===== src/rtl/asfb_pkg.sv =====
`timescale 1ns / 1ps

package asfb_pkg;

    // Number of past scaled samples kept for the FIR and moving average
    localparam int Taps = 4;

    // Samples per burst after reset
    localparam logic [7:0] BurstLenReset = 8'd100;

    // Reciprocals: floor(x * R >> S) equals floor(x / D) over the ranges used here
    localparam logic [10:0] Recip25 = 11'd1311;  // (raw / 16) / 25, shift 15
    localparam logic [7:0]  Recip3  = 8'd171;    // sum of 3 taps / 3, shift 9
    localparam logic [7:0]  Recip5  = 8'd205;    // IIR sum / 5, shift 10

    typedef struct packed {
        logic signed [15:0] raw_accel_z;
        logic               restart;
    } t_in;

    typedef struct packed {
        logic        [7:0] sample_number;
        logic signed [7:0] scaled_z;
        logic signed [7:0] moving_average;
        logic signed [7:0] iir_output;
        logic signed [7:0] fir_output;
    } t_out;

    // trunc(-raw / 400): divide the magnitude by 16, then by 25 via reciprocal
    function automatic logic signed [7:0] f_scale(input logic signed [15:0] raw);
        logic [15:0] mag;
        logic [11:0] x;
        logic [22:0] p;
        logic [6:0]  q;
        mag = raw[15] ? 16'(~unsigned'(raw) + 16'd1) : unsigned'(raw);
        x   = mag[15:4];
        p   = 23'(x) * 23'(Recip25);
        q   = 7'(p >> 15);
        // a negative raw sample gives a positive result
        return raw[15] ? $signed({1'b0, q}) : -$signed({1'b0, q});
    endfunction

    // Signed division by 3, truncated toward zero
    function automatic logic signed [7:0] f_div3(input logic signed [8:0] s);
        logic [8:0]  mag;
        logic [17:0] p;
        logic [6:0]  q;
        mag = s[8] ? 9'(~unsigned'(s) + 9'd1) : unsigned'(s);
        p   = 18'(mag) * 18'(Recip3);
        q   = 7'(p >> 9);
        return s[8] ? -$signed({1'b0, q}) : $signed({1'b0, q});
    endfunction

    // Signed division by 5, truncated toward zero
    function automatic logic signed [7:0] f_div5(input logic signed [9:0] s);
        logic [9:0]  mag;
        logic [19:0] p;
        logic [6:0]  q;
        mag = s[9] ? 10'(~unsigned'(s) + 10'd1) : unsigned'(s);
        p   = 20'(mag) * 20'(Recip5);
        q   = 7'(p >> 10);
        return s[9] ? -$signed({1'b0, q}) : $signed({1'b0, q});
    endfunction

    // Signed division by 8, truncated toward zero
    function automatic logic signed [7:0] f_div8(input logic signed [10:0] s);
        logic signed [10:0] b;
        b = s + (s[10] ? 11'sd7 : 11'sd0);
        return 8'(b >>> 3);
    endfunction

endpackage


===== src/rtl/accel_sample_filter_bank.sv =====
`timescale 1ns / 1ps

// Smoothing filter bank for accelerometer Z samples. A beat with restart set
// opens a burst of burst_length samples (the restart beat is sample 1); outside
// a burst, input beats are absorbed with no result. Each burst sample yields one
// result beat: sample number, z = trunc(-raw/400), a 3-tap moving average, a
// first-order IIR (4*prev+z)/5 and a 1,2,2,2,1 / 8 FIR, all truncated toward
// zero. The block takes one beat per cycle unless stalled: a beat is held in
// the input register, its filters are evaluated against the history in a
// single pass, and the result is held in the result register, which presents
// the result beat. Input stall follows output stall while both registers are
// full. Write burst_length only while no beat is in flight.

module accel_sample_filter_bank
    import asfb_pkg::*;
(
    input  logic       i_clk,
    input  logic       i_rst_n,
    input  logic       i_cfg_we,
    input  logic [7:0] i_cfg_wdata,
    input  logic       i_in_valid,
    output logic       o_in_stall,
    input  t_in        i_in,
    output logic       o_out_valid,
    input  logic       i_out_stall,
    output t_out       o_out
);

    logic              r_in_valid;
    t_in               r_in;
    logic              r_out_valid;
    t_out              r_out;
    logic [7:0]        r_burst_len;
    logic signed [7:0] r_dly [Taps];
    logic signed [7:0] r_prev_iir;
    logic [7:0]        r_count;
    logic              r_active;

    logic              w_adv;
    logic              w_take;
    logic              w_active;
    logic [7:0]        w_count;
    logic signed [7:0] w_z;
    logic signed [7:0] w_d0;
    logic signed [7:0] w_d1;
    logic signed [7:0] w_d2;
    logic signed [7:0] w_d3;
    logic signed [7:0] w_prev;
    logic signed [8:0] w_sum3;
    logic signed [9:0] w_sum_iir;
    logic signed [10:0] w_sum_fir;
    t_out              n_out;

    // Advance when the result register is empty or being taken
    assign w_adv      = !r_out_valid || !i_out_stall;
    assign o_in_stall = r_in_valid && !w_adv;
    assign w_take     = r_in_valid && w_adv;

    // Restart clears history before this sample is used
    assign w_active = r_in.restart || r_active;
    assign w_count  = (r_in.restart ? 8'd0 : r_count) + 8'd1;
    assign w_d0     = r_in.restart ? 8'sd0 : r_dly[0];
    assign w_d1     = r_in.restart ? 8'sd0 : r_dly[1];
    assign w_d2     = r_in.restart ? 8'sd0 : r_dly[2];
    assign w_d3     = r_in.restart ? 8'sd0 : r_dly[3];
    assign w_prev   = r_in.restart ? 8'sd0 : r_prev_iir;

    // Filter arithmetic on the current sample and history
    assign w_z       = f_scale(r_in.raw_accel_z);
    assign w_sum3    = 9'(w_z) + 9'(w_d0) + 9'(w_d1);
    assign w_sum_iir = $signed({w_prev, 2'b00}) + 10'(w_z);
    assign w_sum_fir = 11'(w_d3) + 11'(w_z) + ((11'(w_d0) + 11'(w_d1) + 11'(w_d2)) <<< 1);

    always_comb begin
        n_out.sample_number  = w_count;
        n_out.scaled_z       = w_z;
        n_out.moving_average = (w_count >= 8'd3) ? f_div3(w_sum3) : w_z;
        n_out.iir_output     = (w_count == 8'd1) ? w_z : f_div5(w_sum_iir);
        n_out.fir_output     = (w_count >= 8'd5) ? f_div8(w_sum_fir) : w_z;
    end

    // Input register: load on accept, drop once consumed
    always_ff @(posedge i_clk) begin
        if (!i_rst_n) begin
            r_in_valid <= 1'b0;
        end else if (!o_in_stall) begin
            r_in_valid <= i_in_valid;
        end
        if (!o_in_stall && i_in_valid) begin
            r_in <= i_in;
        end
    end

    // Result register: present one beat per burst sample
    always_ff @(posedge i_clk) begin
        if (!i_rst_n) begin
            r_out_valid <= 1'b0;
        end else if (w_adv) begin
            r_out_valid <= w_take && w_active;
        end
        if (w_take && w_active) begin
            r_out <= n_out;
        end
    end

    // Filter history and burst control
    always_ff @(posedge i_clk) begin
        if (!i_rst_n) begin
            r_burst_len <= BurstLenReset;
            r_prev_iir  <= 8'sd0;
            r_count     <= 8'd0;
            r_active    <= 1'b0;
            for (int i = 0; i < Taps; i++) begin
                r_dly[i] <= 8'sd0;
            end
        end else begin
            if (i_cfg_we) begin
                r_burst_len <= i_cfg_wdata;
            end
            if (w_take && w_active) begin
                r_count    <= w_count;
                r_prev_iir <= n_out.iir_output;
                r_dly[0]   <= w_z;
                r_dly[1]   <= w_d0;
                r_dly[2]   <= w_d1;
                r_dly[3]   <= w_d2;
                r_active   <= (w_count < r_burst_len);
            end
        end
    end

    assign o_out_valid = r_out_valid;
    assign o_out       = r_out;

    // An idle block absorbs a non-restart beat without a result
    a_idle_drop: assert property (@(posedge i_clk) disable iff (!i_rst_n)
        (w_take && !r_in.restart && !r_active) |=> !o_out_valid)
        else $error("result produced outside a burst");

    // A restart beat always yields sample number one
    a_restart_first: assert property (@(posedge i_clk) disable iff (!i_rst_n)
        (w_take && r_in.restart) |=> (o_out_valid && o_out.sample_number == 8'd1))
        else $error("restart did not start at sample one");

    // The first IIR value of a burst is the scaled sample and is kept as history
    a_iir_seed: assert property (@(posedge i_clk) disable iff (!i_rst_n)
        (w_take && r_in.restart) |=>
            (r_prev_iir == o_out.scaled_z && o_out.iir_output == o_out.scaled_z))
        else $error("IIR history not seeded by restart sample");

endmodule

===== config.mk =====
export PLATFORM = sky130hd
export DESIGN_NAME = accel_sample_filter_bank
export DESIGN_NICKNAME = d
export VERILOG_FILES = /design/src/rtl/asfb_pkg.sv /design/src/rtl/accel_sample_filter_bank.sv
export SDC_FILE = /design/constraint.sdc
export NUM_CORES = 1
export LEC_CHECK = 0
export CAP_MARGIN = 25
export CORE_MARGIN = 2
export CORE_UTILIZATION = 30
export DETAILED_ROUTE_END_ITERATION = 8
export DONT_BUFFER_PORTS = 1
export SLEW_MARGIN = 15
export SYNTH_ARGS = -nofsm -noshare
export SYNTH_HDL_FRONTEND = slang
export SYNTH_SLANG_ARGS = --single-unit

===== constraint.sdc =====
create_clock -name i_clk -period 37.4 [get_ports i_clk]
set_input_delay 7.48 -clock i_clk [delete_from_list [all_inputs] [get_ports i_clk]]
set_output_delay 7.48 -clock i_clk [all_outputs]
set_load 0.03 [all_outputs]

# After elaboration in Yosys (flattened, before gate mapping)
# Memories as Yosys holds them, arrays and structs flattened.
# Cells that the tools add are included.
dict set report classes {
  addsub 15
  n_mul 3
  order_cmp 3
  n_eq_ne 1
  n_mux 24
  n_bitwise 7
  n_reduce_logical 10
}
# cell n
set op_table {}
lappend op_table {{two-way mux 8 bit} 16}
lappend op_table {{adder 8 x 8 -> 9 bit} 3}
lappend op_table {{negator 7 -> 8 bit} 3}
lappend op_table {{multiplier 12 x 11 -> 22 bit (second input constant)} 1}
lappend op_table {{multiplier 10 x 8 -> 17 bit (second input constant)} 1}
lappend op_table {{adder 16 x 1 -> 16 bit (second input constant)} 1}
lappend op_table {{multiplier 9 x 8 -> 16 bit (second input constant)} 1}
lappend op_table {{two-way mux 16 bit} 1}
lappend op_table {{inverter 16 bit} 1}
lappend op_table {{adder 11 x 4 -> 11 bit} 1}
lappend op_table {{adder 9 x 11 -> 11 bit} 1}
lappend op_table {{adder 10 x 1 -> 10 bit (second input constant)} 1}
lappend op_table {{adder 10 x 8 -> 10 bit} 1}
lappend op_table {{adder 9 x 8 -> 10 bit} 1}
lappend op_table {{two-way mux 10 bit} 1}
lappend op_table {{inverter 10 bit} 1}
lappend op_table {{adder 9 x 1 -> 9 bit (second input constant)} 1}
lappend op_table {{adder 9 x 8 -> 9 bit} 1}
lappend op_table {{two-way mux 9 bit} 1}
lappend op_table {{inverter 9 bit} 1}
lappend op_table {{adder 8 x 1 -> 8 bit (second input constant)} 1}
lappend op_table {{== test 8 x 1 -> 1 bit (second input constant)} 1}
lappend op_table {{>= comparator 8 x 2 -> 1 bit (second input constant)} 1}
lappend op_table {{>= comparator 8 x 3 -> 1 bit (second input constant)} 1}
lappend op_table {{7 further kinds} 20}
dict set report word_totals {
  regBits 84
  ramBits 32
  inputBits 30
  out_inout_bits 42
  elab_cells 77
  n_memories 1
}
# name depth word_bits rd rd_ports_with_merged_regs wr line_no
set mem_list {}
lappend mem_list {r_dly 4 8 4 0 4 accel_sample_filter_bank.sv:34} ;# logic signed [7:0] r_dly [Taps];

# Longest topological paths before layout
# Gate-level depths: netlist (run 1).
dict set report logic_depth {
  word_depth 15
  depth_mapped 62
  depth_no_buf 60
}

# Worst setup path after synthesis (run 1)
# Ideal clock, no wire load.
dict set report synth_timing {
  path_type {input port to output port}
  from {input port i_out_stall}
  to {output port o_in_stall}
  arrival_ns 7.831
  slack_ns 22.089
  path_stages 1
  n_path_buf 0
  cell_sequence {and3_1}
}
dict set report synth_via {
  elab_chain_cells 4
}
# element line_no
set synth_lines {}
lappend synth_lines {{start, declared} accel_sample_filter_bank.sv:25} ;# input logic i_out_stall,
lappend synth_lines {{zero test 1 bit} accel_sample_filter_bank.sv:55} ;# assign w_adv = !r_out_valid || !i_out_stall;
lappend synth_lines {{logical OR 1 bit} accel_sample_filter_bank.sv:55}
lappend synth_lines {{zero test 1 bit} accel_sample_filter_bank.sv:56} ;# assign o_in_stall = r_in_valid && !w_adv;
lappend synth_lines {{logical AND 1 bit} accel_sample_filter_bank.sv:56}
lappend synth_lines {{end, declared} accel_sample_filter_bank.sv:22} ;# output logic o_in_stall,
# No other way between the ends.

==> results of run 1 <==
-- through the flow --
stage / hold WS, ns / std cells
floorplan: 0.418 / 1388
global placement: 0.430 / 1957
detailed placement: 0.434 / 1957
CTS: 0.449 / 1989
global route: 0.467 / 1991
finish: 0.445 / 1991
-- cell usage after synthesis (3+ instances only) --
cell	instances	area share, %
nand4b_1	3	0.20
nor3_1	8	0.30
a21boi_0	8	0.45
a211o_1	4	0.26
xnor2_1	92	6.0
o21ai_0	21	0.78
a221oi_1	3	0.20
clkbuf_1	27	0.76
nor4_1	5	0.23
a311oi_1	3	0.20
nand2b_1	9	0.42
o21a_1	7	0.39
o21bai_1	18	1.0
a211oi_1	4	0.22
nand3_1	18	0.67
edfxtp_1	89	20
nor2_1	78	2.2
o31ai_1	8	0.45
fa_1	92	14
o211a_1	5	0.37
and3_1	16	0.75
a22o_1	3	0.20
a22oi_1	3	0.17
a21o_1	22	1.2
or4_1	7	0.39
mux2i_1	18	1.3
and2_1	10	0.47
dfxtp_1	27	4.0
nor2b_1	37	1.7
nand4_1	9	0.42
or3_1	4	0.19
o211ai_1	5	0.28
nand2_1	80	2.2
nor3b_1	6	0.34
inv_1	255	7.1
ha_1	225	21
o21ai_1	4	0.15
a21oi_1	60	2.2
xor2_1	38	2.5
o31a_1	4	0.26
a31oi_1	9	0.42
a31o_2	5	0.33
-- cell usage in the layout, fill, tap and decap left out, drive strengths merged, types with 18 or more instances in the layout --
| master | Yosys | final |
|---|---|---|
| inv | 255 | 260 |
| ha | 225 | 225 |
| xnor2 | 93 | 93 |
| fa | 92 | 92 |
| edfxtp | 89 | 89 |
| nand2 | 80 | 80 |
| nor2 | 78 | 78 |
| a21oi | 61 | 61 |
| xor2 | 38 | 38 |
| nor2b | 37 | 37 |
| dfxtp | 27 | 27 |
| o21ai | 25 | 25 |
| a21o | 22 | 22 |
| clkbuf | 28 | 22 |
| nand3 | 18 | 18 |
| o21bai | 18 | 18 |
| mux2i | 18 | 18 |
-- state kept, by name (all words and copies together) (netlist names) --
register,cells
r_count,8
o_out_valid,1
o_out,40
r_in,17
r_dly,32
r_active,1
r_burst_len,8
r_prev_iir,8
r_in_valid,1
-- area by class of cell --
class / count / share of cell area (%)
multi-input combinational: 985 / 62.1
sequential: 116 / 22.0
inverter: 256 / 6.56
tap: 592 / 5.06
clock buffer: 22 / 3.32
timing repair buffer: 10 / 0.564
clock inverter: 10 / 0.470
-- critical path: cells and delay by family, from the launching register on --
kind / cells / cell delay [ns]
flops: 1 / 0.35
mux: 1 / 0.26
xor+xnor: 8 / 2.94
fa+ha+maj: 14 / 5.42
compound gates: 16 / 3.56
buf+inv: 8 / 1.20
simple gates: 9 / 2.06
-- logic make-up after synthesis --
kind of cell	after synthesis	synth area share, %
adders and majority gates	319	34.9
DFF	116	24.0
buffers and inverters	287	8.17
and+or+nand+nor	303	11.5
AOI/OAI and AO/OA	211	11.1
xor gates and xnor gates	132	8.79
muxes	20	1.51
-- worst max-delay path by stage --
stage,slack (ns),to
final,21.34,o_out[22]$_DFFE_PP_
after detailed placement,21.27,o_out[22]$_DFFE_PP_
after floorplan,22.09,o_in_stall
after global routing,20.00,o_out[22]$_DFFE_PP_
after CTS,21.20,o_out[22]$_DFFE_PP_
after global placement,21.74,o_out[22]$_DFFE_PP_
-- layer usage --
layer,up-vias,wire length (um)
li1,4663,-
met1,4637,14800
met2,209,12700
met3,23,1940
met4,0,265
met5,-,0
==> flow_summary.json, run 1 <==
{
  "synth_nets": 1735,
  "synth-seq-area-share_pct": 24.0,
  "die_area_um2": 46300,
  "min_from": "r_prev_iir[3]$_SDFFE_PN0P_",
  "regArea_um2": 3210,
  "worst_slack_ns": 21.34,
  "r2r_slack_ns": 21.34,
  "finalSetupTns_ns": 0,
  "grtUsageTotal_pct": 13.2,
  "async_flop_share_pct": 0,
  "row_count": 77,
  "drcViolationCount": 0,
  "worstPathMaxFanout": 10,
  "reg2reg_from": "r_in[1]$_DFFE_PP_",
  "pre_cts_slack_ns": 21.27,
  "crit_top_cell": "ha_1",
  "crit_arrival_ns": 16.24,
  "multi_input_area_um2": 9090,
  "grt_util_met3_pct": 3.27,
  "final_util_pct": 33.2,
  "grt_pass1_wl_um": 49300,
  "ant_nets": 0,
  "period_needed_ns": 16.06,
  "finalHoldViolations": 0,
  "design.core.area_um2": 44100,
  "htree_levels": 4,
  "worstSetupStartpoint": "r_in[1]$_DFFE_PP_",
  "antenna_cells": 0,
  "synthesis.area_um2": 13400,
  "cts.sinks": 116,
  "dr.pass1.iters": 5,
  "endpoint_kind": "flop",
  "final_nets": 1733,
  "cp_slowest_cell": "xnor2_1",
  "syn_to_final_growth_pct": 9.32,
  "cts-buffers-inserted": 17,
  "postCtsSetupRepairBufs": 0,
  "drive_above_1_share_pct": 4.79,
  "drt_wl_total_um": 29700,
  "grt_antenna_before_repair": 0,
  "r2r_cells": 56,
  "grt_pass1_vias": 9510,
  "path_class": "reg -> reg",
  "die_h_um": 215,
  "required_ns": 37.58,
  "cts_root_buf": "clkbuf_16",
  "holdPathEnd": "r_prev_iir[3]$_SDFFE_PN0P_",
  "drt_iter0_drc": 565,
  "grt_max_degree": 49,
  "status": "complete, no violations",
  "synth-edff-count": 89,
  "io-pin-count": 72,
  "fin_crit_sh_pct": 42.9,
  "cts_tree": "yes",
  "min_path_type": "reg -> reg",
  "max_freq_mhz": 62.3,
  "worstMarginPinSlew_ns": 0.955,
  "dr_total_vias": 9532,
  "dieWidth_um": 215,
  "gr-total-overflow": 0,
  "synth_cell_type_count": 76,
  "grt_busiest_layer": "met2",
  "whs_path_depth": 2,
  "dp_hpwl_um": 23900,
  "maxCapViolations": 0,
  "cts.repair.resized": 0,
  "clkTransAtPathRegs_ns": 0.06,
  "rsz0062_at_grt": "no",
  "grtUsageMet1_pct": 19.3,
  "start_kind": "flop",
  "wl_per_cell_um": 14.9,
  "io_buffers": 0,
  "gp_congestion": 0.852,
  "fin_area_um2": 14600,
  "finalSetupViolations": 0,
  "final.setup_skew_ns": 0.0144,
  "reg2reg_to": "o_out[22]$_DFFE_PP_",
  "syn_inst": 1388,
  "drv_slew": 0,
  "placed_area_um2": 14100,
  "ctsLongestPathBuffers": 2,
  "viasPerCell": 4.79,
  "ys_seq_elements": 116,
  "fillerInstances": 4593,
  "postCtsHoldBufs": 0,
  "ys_warn_count": 0,
  "grt_use_met2_pct": 19.7,
  "synth.avg_cell_area_um2": 9.65,
  "crit_path_max_incr_delay_ns": 0.65,
  "relSlewSlack_pct": 35.9,
  "clkLatencyLatePin_ns": 0.43,
  "initial_core_util_pct": 30.3,
  "synthFlopType": "edfxtp_1"
}
Power of run 1 is not shown: default switching activity piles up to over one toggle a cycle in this logic, so the estimate is an artifact.
==> inputs of run 2 (changes only) <==
- clock period: 37.4 -> 15.6 ns (I/O delays scaled with it)
==> run 2 against run 1 <==
Against the previous run:
- utilization increased by 0.47 points
- first-iteration DRC count shrank 6.2%
- cell area up 1.4%
- clock-buffer cell count fell by 3
- fmax increased by 8.6%
- register-to-register slack worse by 21 ns
- setup slack lost 21 ns
- sequential cell count unchanged
- non-clock buffer count grew 13
- largest cell class unchanged
==> flow_summary.json, run 2 (synthesis results as in run 1) <==
{
  "status": "complete, no violations",
  "die_area_um2": 46300,
  "row_count": 77,
  "crit_buf_inv": 12,
  "cp_slowest_cell": "or4_4",
  "drt_iter0_drc": 530,
  "period_needed_ns": 14.79,
  "max_freq_mhz": 67.6,
  "finalHoldViolations": 0,
  "syn_to_final_growth_pct": 10.8,
  "whs_ns": 0.455,
  "rsz0062_at_grt": "yes",
  "antenna_cells": 0,
  "grt_antenna_before_repair": 0,
  "cts-buffers-inserted": 17,
  "drv_slew": 0,
  "cts_root_buf": "clkbuf_16",
  "maxCapViolations": 0,
  "grt_pass1_vias": 9596,
  "worstMarginPinSlew_ns": 1.03,
  "design.core.area_um2": 44100,
  "path_class": "reg -> reg",
  "finalSetupViolations": 0,
  "viasPerCell": 4.77,
  "cts_tree": "yes",
  "final_nets": 1746,
  "grtUsageTotal_pct": 13.6,
  "regArea_um2": 3210,
  "fin_area_um2": 14800,
  "largest_reg_flops": 40,
  "clkTransAtPathRegs_ns": 0.06,
  "worstPathMaxFanout": 21,
  "fillerInstances": 4547,
  "crit_path_max_incr_delay_ns": 0.57,
  "dp_hpwl_um": 24500,
  "gp_congestion": 0.848,
  "crit_arrival_ns": 14.97,
  "htree_levels": 4,
  "wl_per_cell_um": 15.4,
  "start_kind": "flop",
  "grt_pass1_wl_um": 50600,
  "grt_max_degree": 64,
  "ctsLongestPathBuffers": 2,
  "final_cell_mix": "254 x inv_1, 225 x ha_1, 92 x fa_1",
  "dr.pass1.iters": 5,
  "initial_core_util_pct": 30.3,
  "ant_nets": 0,
  "io_buffers": 0,
  "drt_wl_total_um": 30900,
  "min_path_type": "reg -> reg",
  "crit_top_cell": "inv_1",
  "io-pin-count": 72,
  "r2r_slack_ns": 0.81,
  "multi_input_area_um2": 9170,
  "drcViolationCount": 0,
  "cts.sinks": 116,
  "gr-total-overflow": 0,
  "clkLatencyLatePin_ns": 0.44,
  "relSlewSlack_pct": 30.5,
  "crit_family": "adder cells",
  "layout.cells.most_common": "inv_1",
  "die_h_um": 215,
  "dieWidth_um": 215,
  "drive_above_1_share_pct": 6.59,
  "endpoint_kind": "flop",
  "placed_area_um2": 14100,
  "required_ns": 15.78,
  "dr_total_vias": 9567,
  "fin_crit_sh_pct": 94.8,
  "final.setup_skew_ns": 0.0139
}
[run 2: changes by cell type in the layout (fill, tap and decap cells not counted), moves of 2 or more]
cell and delta:
xnor2_2 +3, xor2_2 +3, xnor2_1 -4, inv_6 +3, inv_4 -4, clkinvlp_4 +3, clkbuf_1 -2, xor2_1 -3
buf_4 +13, inv_8 +3
[run 2: final timing paths]
kind / from / end / cells after the start
max reg2reg: r_in[1]$_DFFE_PP_ / o_out[14]$_DFFE_PP_ / 57
min: r_prev_iir[5]$_SDFFE_PN0P_ / r_prev_iir[5]$_SDFFE_PN0P_ / 2
max: r_in[1]$_DFFE_PP_ / o_out[14]$_DFFE_PP_ / 57
min reg2reg: r_prev_iir[5]$_SDFFE_PN0P_ / r_prev_iir[5]$_SDFFE_PN0P_ / 2
[run 2: final cells by class]
class | instances | share of cell area, %
clock buffers | 19 | 3.13
clock inverters | 13 | 0.767
inverters | 256 | 6.50
multi-input cells | 985 | 61.8
flip-flops and latches | 116 | 21.6
well taps | 592 | 4.99
repair buffers | 23 | 1.21
[run 2: routing by layer]
layer	vias to the layer above	wire, um	global-route usage, %
met4	0	253	2.48
met3	20	2300	3.99
met2	240	13400	20.3
met5	-	0	0
met1	4615	15000	19.6
li1	4692	-	-
[run 2: stage by stage]
step / util, % / TNS (ns) / cells / setup slack, ns
floorplan: - / 0 / 1388 / 1.36
global placement: 32.0 / 0 / 1967 / 0.666
detailed placement: 32.0 / 0 / 1967 / 0.490
CTS: 33.3 / 0 / 1999 / 0.449
global route: 33.6 / -0.0933 / 2004 / -0.0563
finish: 33.6 / 0 / 2004 / 0.812
[run 2: what timing repair did]
| action | 4_1_cts | 5_1_grt |
|---|---|---|
| endpoints found under the setup margin | 0 | 16 |
| hold buffers | 0 | 0 |
| gates resized for setup | 0 | 13 |
| buffers inserted | 0 | 4 |
[run 2: tightest hold or removal path, delay by kind of cell (launching register included)]
family / cells / cell delay (ns)
flops: 1 / 0.33
simple gates: 2 / 0.10
Power of run 2 is left out for the same reason.
==> inputs of run 3 (changes only) <==
- ABC_AREA: default -> 1
==> run 3 against run 2 <==
Against the previous run:
- setup slack gained 0.86 ns
- non-clock buffer count shrank 17
- die area grew 2.5%
- register-to-register slack gained 0.86 ns
- utilization shrank 0.31 points
- synthesized area grew 2.5%
- cell count grew 15%
- synthesized cell count grew 21%
- worst hold slack lost 0.0028 ns
- critical path depth grew 17
==> flow_summary.json, run 3 <==
{
  "status": "complete, no violations",
  "synthSimpleGateAreaFrac_pct": 17.5,
  "design.core.area_um2": 45300,
  "gr-total-overflow": 0,
  "final_nets": 2030,
  "period_needed_ns": 13.93,
  "postCtsSetupRepairBufs": 0,
  "synth-edff-count": 89,
  "clkLatencyLatePin_ns": 0.43,
  "finalHoldViolations": 0,
  "synthFlopType": "edfxtp_1",
  "muxShareOfSynthArea_pct": 0,
  "initial_core_util_pct": 30.3,
  "synth_nets": 2020,
  "layout.cells.most_common": "inv_1",
  "worstPathMaxFanout": 11,
  "cts.sinks": 116,
  "cts-buffers-inserted": 17,
  "synth_cell_type_count": 56,
  "grtUsageTotal_pct": 13.2,
  "antenna_cells": 0,
  "io_buffers": 0,
  "fin_area_um2": 15100,
  "synthesis.area_um2": 13700,
  "synth_fa_ha_area_share_pct": 33.9,
  "rsz0062_at_grt": "no",
  "crit_arrival_ns": 14.09,
  "start_kind": "flop",
  "dieWidth_um": 218,
  "dr_total_vias": 10400,
  "required_ns": 15.76,
  "dp.cells": 2263,
  "fin_crit_sh_pct": 89.3,
  "final-instance-count-excl-fill": 2296,
  "finalSetupTns_ns": 0,
  "row_count": 78,
  "grt_antenna_before_repair": 0,
  "ctsLongestPathBuffers": 2,
  "viasPerCell": 4.51,
  "syn_inst": 1673,
  "final_util_pct": 33.3,
  "dr.pass1.iters": 5,
  "ys_warn_count": 0,
  "drt_iter0_drc": 577,
  "drv_slew": 0,
  "finalSetupViolations": 0,
  "synthTopCellsByArea": "ha_1 21%, edfxtp_1 19%, fa_1 13%",
  "cp_slowest_cell": "fa_1",
  "crit_path_max_incr_delay_ns": 0.58,
  "ys_top_cells_by_count": "396 x inv_1, 266 x nand2_1, 225 x ha_1",
  "max_freq_mhz": 71.8,
  "drive_above_1_share_pct": 6.07,
  "ys_seq_elements": 116,
  "grt_pass1_wl_um": 50500,
  "crit_top_cell": "inv_1",
  "wl_per_cell_um": 13.2,
  "cts_root_buf": "clkbuf_16",
  "final.setup_skew_ns": 0.0126,
  "synth-seq-area-share_pct": 23.4,
  "yosysTopAreaCell": "ha_1",
  "ant_nets": 0,
  "synth_top_family_by_area": "adder cells",
  "path_class": "reg -> reg",
  "synthXorXnorAreaFrac_pct": 6.10,
  "synth.avg_cell_area_um2": 8.21,
  "syn_to_final_growth_pct": 9.92,
  "endpoint_kind": "flop",
  "clkTransAtPathRegs_ns": 0.06,
  "maxCapViolations": 0,
  "min_path_type": "reg -> reg",
  "htree_levels": 4,
  "gp_congestion": 0.856,
  "cts_tree": "yes",
  "dp_hpwl_um": 25100,
  "drcViolationCount": 0,
  "largest_reg_flops": 40,
  "placed_area_um2": 14500,
  "grt_max_degree": 51,
  "crit_buf_inv": 17,
  "final_cell_mix": "395 x inv_1, 266 x nand2_1, 225 x ha_1",
  "drt_wl_total_um": 30300,
  "io-pin-count": 72,
  "worstMarginPinSlew_ns": 1.05,
  "synth.most_common_cell": "inv_1",
  "die_area_um2": 47500,
  "synth_compound_area_share_pct": 7.54,
  "die_h_um": 218,
  "synth_top_cell_area_share_pct": 20.5,
  "crit_family": "adder cells",
  "grt_pass1_vias": 10400,
  "relSlewSlack_pct": 29.9,
  "async_flop_share_pct": 0
}
==> run 3: worst register-to-register path: cells and delay by family, from the launching register on <==
family	cells	cell delay, ns
and+or+nand+nor	28	2.71
DFF	1	0.35
AOI/OAI and AO/OA	11	1.56
buffers and inverters	17	1.54
xor gates and xnor gates	5	1.95
adders and majority gates	13	5.57
==> run 3: worst paths after layout <==
check	slack, ns	startpoint	end	cells after the start
setup / recovery	1.67	r_in[1]$_DFFE_PP_	o_out[21]$_DFFE_PP_	74
hold / removal	0.45	r_prev_iir[3]$_SDFFE_PN0P_	r_prev_iir[3]$_SDFFE_PN0P_	2
setup reg to reg	1.67	r_in[1]$_DFFE_PP_	o_out[21]$_DFFE_PP_	74
hold reg to reg	0.45	r_prev_iir[3]$_SDFFE_PN0P_	r_prev_iir[3]$_SDFFE_PN0P_	2
==> run 3: per-stage QoR <==
step	hold slack, ns	setup WS [ns]
6_report	0.452	1.67
4_1_cts	0.453	1.14
3_3_place_gp	0.441	1.70
2_1_floorplan	0.426	2.99
3_5_place_dp	0.439	1.16
5_1_grt	0.465	0.203
==> run 3: repair_timing <==
item,in CTS,in global routing
endpoints found under the hold margin,0,0
gates resized for setup,0,2
hold buffers,0,0
setup endpoints to repair,0,5
==> run 3: logic make-up (layout without fill, tap and decap cells) <==
kind of cell / count (synthesis) / after routing
AND/OR/NAND/NOR: 551 / 551
flip-flops: 116 / 116
XOR/XNOR: 93 / 93
adder cells (fa/ha/maj): 317 / 317
AO/OA/AOI/OAI: 176 / 176
buffers and inverters: 420 / 443
==> run 3: area by class of cell <==
class                      count  area, um2
multi-input combinational   1137       8940
clock buffer                  18        439
clock inverter                14        163
tap                          600        751
fill                        4772      30200
sequential                   116       3210
inverter                     405       1520
timing repair buffer           6       57.6
==> run 3: layer usage <==
metal | vias up | part of all wire (%) | track usage, %
met5 | - | 0 | 0
met4 | 0 | 1.6 | 3.42
met3 | 32 | 4.4 | 2.61
met2 | 198 | 44 | 21.2
met1 | 4835 | 50 | 18.1
li1 | 5285 | - | -
Power of run 3 is left out for the same reason.
